[src/design/sfc_pkg.sv]
package sfc_pkg;

  localparam int MAX_CARS_DEFAULT = 63;

  localparam logic [7:0] HDR_BYTE = 8'h55;
  localparam logic [7:0] FIXED_BYTES_MINUS_ONE = 8'd7;
  localparam logic [7:0] POS_SATURATED = 8'd255;
  localparam logic [7:0] POS_FIRST_STATUS = 8'd7;

  localparam logic [7:0] POS_HDR1 = 8'd1;
  localparam logic [7:0] POS_CAR_LO = 8'd2;
  localparam logic [7:0] POS_CAR_HI = 8'd3;
  localparam logic [7:0] POS_COUNT = 8'd4;
  localparam logic [7:0] POS_SENS_LO = 8'd5;
  localparam logic [7:0] POS_SENS_HI = 8'd6;

  localparam logic KIND_WRITE = 1'b0;
  localparam logic KIND_SUMMARY = 1'b1;

  typedef struct packed {
    logic        start;
    logic        ok;
    logic [15:0] first_car;
    logic [7:0]  count;
    logic [15:0] sensor;
  } frame_info_t;

  typedef struct packed {
    logic        item_kind;
    logic [15:0] entry_index;
    logic [7:0]  status_value;
    logic        frame_ok;
    logic [15:0] first_car;
    logic [7:0]  car_count;
    logic [15:0] sensor_number;
    logic        last;
  } out_word_t;

endpackage

[src/design/sfc_ifs.sv]


interface sfc_out_if;
  logic        valid;
  logic        ready;
  logic        item_kind;
  logic [15:0] entry_index;
  logic [7:0]  status_value;
  logic        frame_ok;
  logic [15:0] first_car;
  logic [7:0]  car_count;
  logic [15:0] sensor_number;
  logic        last;

  modport source(output valid, output item_kind, output entry_index, output status_value,
                 output frame_ok, output first_car, output car_count,
                 output sensor_number, output last, input ready);
  modport sink(input valid, input item_kind, input entry_index, input status_value,
               input frame_ok, input first_car, input car_count,
               input sensor_number, input last, output ready);
endinterface

[src/design/sfc_drain.sv]
module sfc_drain #(
  parameter int MAX_CARS_PER_FRAME = sfc_pkg::MAX_CARS_DEFAULT,
  localparam int AW = (MAX_CARS_PER_FRAME > 1) ? $clog2(MAX_CARS_PER_FRAME) : 1
) (
  input  logic                  clk,
  input  logic                  rst_n,
  input  sfc_pkg::frame_info_t  info,
  output logic                  busy,
  output logic                  mem_re,
  output logic [AW-1:0]         mem_raddr,
  input  logic [7:0]            mem_rdata,
  sfc_out_if.source             out_ch
);

  localparam logic [1:0] ST_IDLE = 2'd0;
  localparam logic [1:0] ST_DRAIN = 2'd1;
  localparam logic [1:0] ST_SUM = 2'd2;

  logic [1:0]         state_r, state_nxt;
  logic               ok_r, ok_nxt;
  logic [15:0]        car_r, car_nxt;
  logic [7:0]         cnt_r, cnt_nxt;
  logic [15:0]        sens_r, sens_nxt;
  logic [7:0]         rd_idx_r, rd_idx_nxt;
  logic [7:0]         pend_idx_r, pend_idx_nxt;
  logic               pend_r, pend_nxt;
  logic               out_valid_r, out_valid_nxt;
  sfc_pkg::out_word_t out_r, out_nxt;
  logic               out_free;
  logic               load;
  logic               issue;

  assign busy = (state_r != ST_IDLE);
  assign out_free = !out_valid_r || out_ch.ready;
  assign load = (state_r == ST_DRAIN) && pend_r && out_free;
  assign issue = (state_r == ST_DRAIN) && (rd_idx_r < cnt_r) && (!pend_r || load);
  assign mem_re = issue;
  assign mem_raddr = rd_idx_r[AW-1:0];

  always_comb begin
    state_nxt = state_r;
    ok_nxt = ok_r;
    car_nxt = car_r;
    cnt_nxt = cnt_r;
    sens_nxt = sens_r;
    rd_idx_nxt = rd_idx_r;
    pend_idx_nxt = pend_idx_r;
    pend_nxt = pend_r;
    out_valid_nxt = out_valid_r && !out_ch.ready;
    out_nxt = out_r;
    case (state_r)
      ST_IDLE: begin
        if (info.start) begin
          ok_nxt = info.ok;
          car_nxt = info.first_car;
          cnt_nxt = info.count;
          sens_nxt = info.sensor;
          rd_idx_nxt = '0;
          pend_nxt = 1'b0;
          state_nxt = (info.ok && info.count != 8'd0) ? ST_DRAIN : ST_SUM;
        end
      end
      ST_DRAIN: begin
        if (load) begin
          out_valid_nxt = 1'b1;
          out_nxt = '0;
          out_nxt.item_kind = sfc_pkg::KIND_WRITE;
          out_nxt.entry_index = car_r + {8'd0, pend_idx_r} - 16'd1;
          out_nxt.status_value = mem_rdata;
        end
        if (issue) begin
          pend_idx_nxt = rd_idx_r;
          rd_idx_nxt = rd_idx_r + 8'd1;
          pend_nxt = 1'b1;
        end else if (load) begin
          pend_nxt = 1'b0;
          state_nxt = ST_SUM;
        end
      end
      ST_SUM: begin
        if (out_free) begin
          out_valid_nxt = 1'b1;
          out_nxt = '0;
          out_nxt.item_kind = sfc_pkg::KIND_SUMMARY;
          out_nxt.frame_ok = ok_r;
          out_nxt.last = 1'b1;
          if (ok_r) begin
            out_nxt.first_car = car_r;
            out_nxt.car_count = cnt_r;
            out_nxt.sensor_number = sens_r;
          end
          state_nxt = ST_IDLE;
        end
      end
      default: state_nxt = ST_IDLE;
    endcase
  end

  always_ff @(posedge clk) begin
    if (!rst_n) begin
      state_r <= ST_IDLE;
      pend_r <= 1'b0;
      out_valid_r <= 1'b0;
    end else begin
      state_r <= state_nxt;
      pend_r <= pend_nxt;
      out_valid_r <= out_valid_nxt;
    end
  end

  always_ff @(posedge clk) begin
    ok_r <= ok_nxt;
    car_r <= car_nxt;
    cnt_r <= cnt_nxt;
    sens_r <= sens_nxt;
    rd_idx_r <= rd_idx_nxt;
    pend_idx_r <= pend_idx_nxt;
    out_r <= out_nxt;
  end

  assign out_ch.valid = out_valid_r;
  assign out_ch.item_kind = out_r.item_kind;
  assign out_ch.entry_index = out_r.entry_index;
  assign out_ch.status_value = out_r.status_value;
  assign out_ch.frame_ok = out_r.frame_ok;
  assign out_ch.first_car = out_r.first_car;
  assign out_ch.car_count = out_r.car_count;
  assign out_ch.sensor_number = out_r.sensor_number;
  assign out_ch.last = out_r.last;

endmodule

[src/flat_wrapper.sv]
// flat-port wrapper written by rule: the top's interface ports become plain ports
module sfc_drain_flat 
#(
  parameter int MAX_CARS_PER_FRAME = sfc_pkg::MAX_CARS_DEFAULT,
  localparam int AW = (MAX_CARS_PER_FRAME > 1) ? $clog2(MAX_CARS_PER_FRAME) : 1
)
  (clk, rst_n, info, busy, mem_re, mem_raddr, mem_rdata, out_ch_valid, out_ch_item_kind, out_ch_entry_index, out_ch_status_value, out_ch_frame_ok, out_ch_first_car, out_ch_car_count, out_ch_sensor_number, out_ch_last, out_ch_ready);
  sfc_out_if out_ch_i ();
  input  logic clk;
  input  logic rst_n;
  input  sfc_pkg::frame_info_t info;
  output logic busy;
  output logic mem_re;
  output logic [AW-1:0] mem_raddr;
  input  logic [7:0] mem_rdata;
  output wire logic [$bits(out_ch_i.valid)-1:0] out_ch_valid;
  output wire logic [$bits(out_ch_i.item_kind)-1:0] out_ch_item_kind;
  output wire logic [$bits(out_ch_i.entry_index)-1:0] out_ch_entry_index;
  output wire logic [$bits(out_ch_i.status_value)-1:0] out_ch_status_value;
  output wire logic [$bits(out_ch_i.frame_ok)-1:0] out_ch_frame_ok;
  output wire logic [$bits(out_ch_i.first_car)-1:0] out_ch_first_car;
  output wire logic [$bits(out_ch_i.car_count)-1:0] out_ch_car_count;
  output wire logic [$bits(out_ch_i.sensor_number)-1:0] out_ch_sensor_number;
  output wire logic [$bits(out_ch_i.last)-1:0] out_ch_last;
  input wire logic [$bits(out_ch_i.ready)-1:0] out_ch_ready;
  assign out_ch_valid = out_ch_i.valid;
  assign out_ch_item_kind = out_ch_i.item_kind;
  assign out_ch_entry_index = out_ch_i.entry_index;
  assign out_ch_status_value = out_ch_i.status_value;
  assign out_ch_frame_ok = out_ch_i.frame_ok;
  assign out_ch_first_car = out_ch_i.first_car;
  assign out_ch_car_count = out_ch_i.car_count;
  assign out_ch_sensor_number = out_ch_i.sensor_number;
  assign out_ch_last = out_ch_i.last;
  assign out_ch_i.ready = out_ch_ready;
  sfc_drain #(.MAX_CARS_PER_FRAME(MAX_CARS_PER_FRAME)) u_core (.clk(clk), .rst_n(rst_n), .info(info), .busy(busy), .mem_re(mem_re), .mem_raddr(mem_raddr), .mem_rdata(mem_rdata), .out_ch(out_ch_i));
endmodule
[config.mk]
export PLATFORM = sky130hd
export DESIGN_NAME = sfc_drain_flat
export DESIGN_NICKNAME = d
export VERILOG_FILES = /design/src/design/sfc_pkg.sv /design/src/design/sfc_ifs.sv /design/src/design/sfc_drain.sv /design/src/flat_wrapper.sv
export SDC_FILE = /design/constraint.sdc
export NUM_CORES = 1
export LEC_CHECK = 0
export ABC_AREA = 1
export BUFFER_PORTS_ARGS = -buffer_cell sky130_fd_sc_hd__buf_2
export CORE_MARGIN = 2
export CORE_UTILIZATION = 58
export CTS_CLUSTER_DIAMETER = 30
export DETAILED_ROUTE_END_ITERATION = 12
export GPL_ROUTABILITY_DRIVEN = 0
export MAX_ROUTING_LAYER = met4
export PLACE_DENSITY_LB_ADDON = 0.2
export SETUP_SLACK_MARGIN = 0.3
export SLEW_MARGIN = 20
export SYNTH_ARGS = -nofsm -noshare
export SYNTH_HDL_FRONTEND = slang
export SYNTH_SLANG_ARGS = --single-unit
[constraint.sdc]
create_clock -name clk -period 11.41 [get_ports clk]
set_input_delay 0.5705 -clock clk [delete_from_list [all_inputs] [get_ports clk]]
set_output_delay 0.5705 -clock clk [all_outputs]
set_load 0.02 [all_outputs]
==> results of run 1 <==
sequential cells by signal (all words and copies together), names as in the netlist:
register,flops
u_core.ok_r,1
u_core.state_r,2
u_core.cnt_r,8
u_core.out_ch.frame_ok,1
u_core.out_ch.car_count,8
u_core.out_ch.sensor_number,16
u_core.sens_r,16
u_core.out_ch.last,1
u_core.pend_r,1
u_core.rd_idx_r,8
u_core.out_ch.first_car,16
u_core.out_ch.valid,1
u_core.out_ch.status_value,8
u_core.out_ch.entry_index,16
u_core.pend_idx_r,8
u_core.car_r,16
cell type report:
cell class                 instances  area (sq um)  area share
sequential                       127          3770       0.537
multi-input combinational        252          1460       0.208
timing repair buffer             131           663      0.0944
clock buffer                      17           414      0.0589
inverter                         107           402      0.0572
tap                              133           166      0.0237
clock inverter                    14           144      0.0205
worst max-delay path, cell delays in order, from the launching register on:
cell     delay (ns)
dfxtp_1        0.36
inv_1          0.08
ha_1           0.41
inv_1          0.42
nor2_1         0.14
nor3b_2        0.57
buf_4          0.69
placed cells by master (no fill, tap or decap), types with 2 or more instances in the layout:
master / synthesis / layout
clkinv_2: 0 / 4
dfxtp_1: 4 / 4
nand2_1: 48 / 48
a21oi_1: 33 / 33
o21bai_1: 6 / 6
o21ai_0: 18 / 18
a21oi_2: 2 / 2
nor3b_2: 1 / 2
clkinvlp_4: 0 / 5
nand3_1: 10 / 10
edfxtp_1: 123 / 123
bufinv_16: 0 / 2
buf_4: 8 / 3
ha_1: 33 / 33
nor3_1: 3 / 3
a21o_1: 3 / 3
clkinv_4: 0 / 2
clkbuf_16: 0 / 16
o21ai_1: 2 / 2
buf_2: 1 / 128
nor2_1: 77 / 77
a31oi_1: 5 / 5
inv_1: 107 / 106
metal layers:
layer  track usage  routed length [microns]
met3        0.0638                      552
met1         0.259                     4450
met4         0.109                      324
met2         0.366                     5630
met5             -                        0
power groups by stage:
stage	logic [mW]	clock network, mW	registers, mW
final	0.303	0.502	0.630
after global placement	0.297	0	0.637
after global routing	0.338	0.527	0.637
after floorplan	0.160	0	0.694
after CTS	0.304	0.509	0.630
after detailed placement	0.302	0	0.639
stage by stage:
stage / cell area (sq um) / hold slack, ns / power [mW] / util
after detailed placement: 6470 / 0.479 / 0.942 / 0.668
after CTS: 7030 / 0.188 / 1.44 / 0.725
after global placement: 6470 / 0.471 / 0.934 / 0.668
after floorplan: 5720 / 0.457 / 0.854 / -
after global routing: 7030 / 0.186 / 1.50 / 0.725
final: 7030 / 0.208 / 1.43 / 0.725
logic make-up after synthesis:
group,synth area share
xor+xnor,0.00306
fa+ha+maj,0.0757
simple gates,0.107
flops,0.660
buf+inv,0.0849
compound gates,0.0696
final timing paths:
path	end	slack, ns
setup / recovery	u_core.out_ch.sensor_number[9]	8.31
hold / removal	u_core.sens_r[6]	0.21
setup reg to reg	u_core.out_ch.sensor_number[9]	8.31
hold reg to reg	u_core.state_r[1]	0.49
==> results.cfg, run 1 <==
[status]
outcome = finished, final reports clean

[pwr]
intPower_mw = 1.01
swShare = 0.299
pwr-share-comb = 0.211
leakage_nw = 3.22
power_frac_seq = 0.439
peakVddDrop_v = 0.000132
clkPwrFrac = 0.350
p_per_area_nw_per_um2 = 204
p_switching_uw = 429

[global_routing]
overflow = 0
grt_max_degree = 60
antenna_found_initial = 0
grt_pass1_wl_microns = 17100
grt_pass1_vias = 3750
track_usage = 0.225

[timing]
worstMarginPinSlew_ns = 0.792
slew_violations = 0
finalSetupTns_ns = 0
layout_min_cycle_time_ns = 3.10
slew_headroom = 0.472
timing.fmax_ghz = 0.322
finalCritPeriodShare = 0.272
fin_ws_ns = 8.31
grt_setup_unrepaired = no
finalHoldViolCount = 0
finalClockSkew_ns = 0.00689
finalSetupViolCount = 0

[synthesis]
async_flop_share = 0
syn_area_per_cell_sq_um = 11.4
syn_inst = 500
yosysSeqAreaShare = 0.660
yosysWarnings = 0
yosysTopAreaCell = edfxtp_1
synth_cell_types = 30
syn_nets = 587
yosysTopAreaCellShare = 0.646
yosysMostFrequentCell = edfxtp_1
ys.flop_type = edfxtp_1
synth_common_cells = 123 x edfxtp_1, 107 x inv_1, 77 x nor2_1
yosys-top-cells-area = edfxtp_1 65%, ha_1 7.2%, inv_1 7.0%, nor2_1 5.1%, nand2_1 3.2%
synth_edf_count = 123
synth_area_sq_um = 5720
ys_seq_elements = 127

[clocking]
cts-htree-levels = 4
cts_buffers = 17
cts_setup_buffers = 0
ctsResizeCount = 0
clkSlewWorstSetupHoldPaths_ns = 0.06
hold_buffers = 0
clk_path_buf_depth = 2
clk_latency_ns = 0.53
cts-root-buf = clkbuf_8
tritoncts = built
cts.sinks = 127

[cells_and_area]
antennaDiodeCount = 0
fillers = 683
drive_gt1_frac = 0.262
area_growth_pct = 22.9
layoutNonFillerInstCount = 781
nets = 723

[die]
pin_count = 129
start_util = 0.590
rows = 36
die-area_sq_um = 10700
die_x_microns = 103
die_y_microns = 103
core_area_sq_um = 9680

[min_path]
holdPathStages = 1
min_path_type = primary input to flop
hold_start = info[6]

[drt]
drc = 0
dr_total_vias = 3870
vias_per_cell = 4.96
avgRoutedWirePerCell_microns = 14.0
drtAntennaViolNets = 0
first_iter_violations = 175
routed_wl_microns = 11000
firstDrtPassIters = 4

[setup_path]
critPathCaptureType = flop
cp-start-kind = flop
crit_arrival_ns = 3.27
reg2reg_depth = 6
required_ns = 11.57
startpoint = u_core.state_r[0]
critPathMaxFanout = 59
timing.rr.start = u_core.state_r[0]
criticalPathCategory = flop to flop

[placement]
io_buffers = 128
place_inst = 750
hpwl_microns = 7830
post-place-ws_ns = 8.33

[job]
drv_cap = 0
No activity file was read; power rests on OpenSTA's default activity.
==> run 2, diff against run 1 <==
--- a/config.mk
+++ b/config.mk
@@ -5,10 +5,10 @@
 export SDC_FILE = /design/constraint.sdc
 export NUM_CORES = 1
 export LEC_CHECK = 0
-export ABC_AREA = 1
+export ABC_AREA = 0
 export BUFFER_PORTS_ARGS = -buffer_cell sky130_fd_sc_hd__buf_2
 export CORE_MARGIN = 2
-export CORE_UTILIZATION = 58
+export CORE_UTILIZATION = 54
 export CTS_CLUSTER_DIAMETER = 30
 export DETAILED_ROUTE_END_ITERATION = 12
 export GPL_ROUTABILITY_DRIVEN = 0
==> constraint.sdc (replaced) <==
create_clock -name clk -period 3.1 [get_ports clk]
set_input_delay 0.155 -clock clk [delete_from_list [all_inputs] [get_ports clk]]
set_output_delay 0.155 -clock clk [all_outputs]
set_load 0.02 [all_outputs]
==> run 2 against run 1 <==
Against the previous run:
- critical endpoint is now u_core.out_ch.entry_index[15]
- cell area increased by 7.8%
- maximum frequency increased by 14%
- final cell count decreased by 4.0%
- via count is 0.62% higher
- combinational power grew to 6.0 times the previous value
- non-clock buffer count is 54 higher
- wire length increased by 11%
- global-route usage increased by 0.53 points
- die area grew 6.6%
- count of clock-buffer cells in the layout increased by 1
- sequential power rose to 4.1 times the previous value
- critical path type unchanged
==> results.cfg, run 2 <==
[die]
die-area_sq_um = 11400
core_area_sq_um = 10300
pin_count = 129
start_util = 0.553
rows = 37
die_y_microns = 107
die_x_microns = 107

[synthesis]
synth_xor_area_frac = 0.0200
yosys-top-cells-area = edfxtp_1 65%, ha_1 7.3%, and3_1 4.8%, inv_1 3.5%, nor2b_1 2.2%
synth_mux_area_frac = 0.0106
yosysWarnings = 0
synth_cell_types = 45
synth_common_cells = 123 x edfxtp_1, 53 x inv_1, 44 x and3_1
synth_top_family_by_area = simple AND/OR/NAND/NOR gates
syn_inst = 417
syn_area_per_cell_sq_um = 13.6
ys.flop_type = edfxtp_1
yosysSeqAreaShare = 0.664
yosysMostFrequentCell = edfxtp_1
synth_edf_count = 123
yosysTopAreaCellShare = 0.650
async_flop_share = 0
synth_simple_gate_area_frac = 0.115
syn_nets = 504
yosysTopAreaCell = edfxtp_1
ys_seq_elements = 127
synth-adder-area-share = 0.0761
synth_area_sq_um = 5690
synth_compound_area_frac = 0.0620

[drt]
avgRoutedWirePerCell_microns = 16.3
dr_total_vias = 3894
firstDrtPassIters = 5
drc = 0
drtAntennaViolNets = 0
vias_per_cell = 5.19
first_iter_violations = 229
routed_wl_microns = 12200

[clocking]
clkSlewWorstSetupHoldPaths_ns = 0.06
cts_buffers = 17
clk_latency_ns = 0.51
cts-htree-levels = 4
tritoncts = built
cts.sinks = 127
clk_path_buf_depth = 2
cts_setup_buffers = 0
cts-root-buf = clkbuf_8

[global_routing]
track_usage = 0.231
grt_pass1_wl_microns = 19300
grt_pass1_vias = 3974
overflow = 0
grt_max_degree = 73
antenna_found_initial = 0

[cells_and_area]
fillers = 679
layoutNonFillerInstCount = 750
final_cell_mix = 128 x buf_2, 123 x edfxtp_1, 53 x inv_1, 50 x dlygate4sd3_1, 44 x and3_1
antennaDiodeCount = 0
layout_commonest_cell = buf_2
nets = 688
area_growth_pct = 33.2
drive_gt1_frac = 0.290

[setup_path]
crit_arrival_ns = 2.98
path_buf_inv = 2
path_cells = inv_1 -> ha_1 -> inv_1 -> ha_1 -> fa_2 -> a31o_2 -> a41o_4 -> a221o_1 -> mux2_4
criticalPathCategory = flop to flop
cp-start-kind = flop
critPathCaptureType = flop
max_stage_delay_ns = 0.37
crit_family = compound AO/OA/AOI/OAI gates
slowest_stage = fa_2
required_ns = 3.36
critPathMaxFanout = 4

[pwr]
p_per_area_nw_per_um2 = 843
peakVddDrop_v = 0.000585
leakage_nw = 3.42

[timing]
slew_headroom = 0.525
fin_ws_ns = 0.375
timing.fmax_ghz = 0.367
layout_min_cycle_time_ns = 2.73
whs_ns = 0.0520
slew_violations = 0
finalSetupViolCount = 0
finalHoldViolCount = 0
finalCritPeriodShare = 0.879
grt_setup_unrepaired = yes
finalClockSkew_ns = 0.00866
worstMarginPinSlew_ns = 0.695
finalSetupTns_ns = 0

[placement]
place_inst = 667
post-place-ws_ns = 0.327
io_buffers = 128
hpwl_microns = 7230

[min_path]
min_path_type = primary input to flop

[status]
outcome = finished, final reports clean

[job]
drv_cap = 0
[run 2: cell types whose count changed after synthesis, sizes merged, moves of 10 or more]
| cell | delta |
|---|---|
| nor2 | -62 |
| inv | -54 |
| and3 | +44 |
| nand2 | -41 |
| a21oi | -23 |
| nor2b | +20 |
| o21ai | -15 |
| and2 | +10 |
[run 2: report_power, final]
group / switching [mW] / internal [mW] / total, mW / leakage [nW]
Sequential: 0.170 / 2.43 / 2.60 / 1.21
Combinational: 1.16 / 0.669 / 1.83 / 1.92
Clock: 0.734 / 1.22 / 1.96 / 0.281
Total: 2.06 / 4.32 / 6.38 / 3.42
[run 2: repair_timing]
action | 4_1_cts | 5_1_grt
gates resized for setup | 0 | 3
setup endpoints to repair | 0 | 3
hold buffers | 50 | 0
hold endpoints to repair | 53 | 0
[run 2: final timing paths]
check                                        from                             to  slack (ns)  cells past startpoint
worst max-delay path              u_core.car_r[1]  u_core.out_ch.entry_index[15]        0.37                      9
worst min-delay path                 out_ch_ready            u_core.out_ch.valid        0.05                      4
worst max register to register    u_core.car_r[1]  u_core.out_ch.entry_index[15]        0.37                      9
worst min register to register  u_core.state_r[0]              u_core.state_r[0]        0.49                      2
[run 2: area by class of cell]
| class | count | area (sq um) | area share |
|---|---|---|---|
| clock buffer | 18 | 418 | 0.0552 |
| clock inverter | 14 | 166 | 0.0220 |
| inverter | 53 | 199 | 0.0263 |
| multi-input combinational | 217 | 1640 | 0.217 |
| sequential | 127 | 3770 | 0.498 |
| tap | 136 | 170 | 0.0225 |
| timing repair buffer | 185 | 1200 | 0.159 |
[run 2: worst min-delay path, cell delays in order]
cell and delay [ns]:
buf_2 0.07, nor2b_1 0.08, a21oi_1 0.15, nor2b_1 0.06
[run 2: metrics by stage]
step,instance area (sq um),power [mW],utilization
global placement,6450,4.29,0.628
global route,7570,6.69,0.737
floorplan,5690,3.82,-
CTS,7540,6.38,0.733
finish,7570,6.38,0.737
detailed placement,6450,4.36,0.628
[run 2: kinds of logic (layout without fill, tap and decap cells)]
kind of cell	Yosys count	in the layout
adder cells (fa/ha/maj)	34	34
AO/OA/AOI/OAI	51	51
multiplexers	5	5
XOR/XNOR	13	13
buffers and inverters	73	270
flip-flops	127	127
AND/OR/NAND/NOR	114	114
[run 2: metal layers]
layer	global-route usage	vias to the layer above	part of all wire
met2	0.379	158	0.51
met5	-	-	0
met1	0.283	1856	0.42
met4	0.0770	0	0.0098
li1	-	1869	-
met3	0.0559	11	0.060
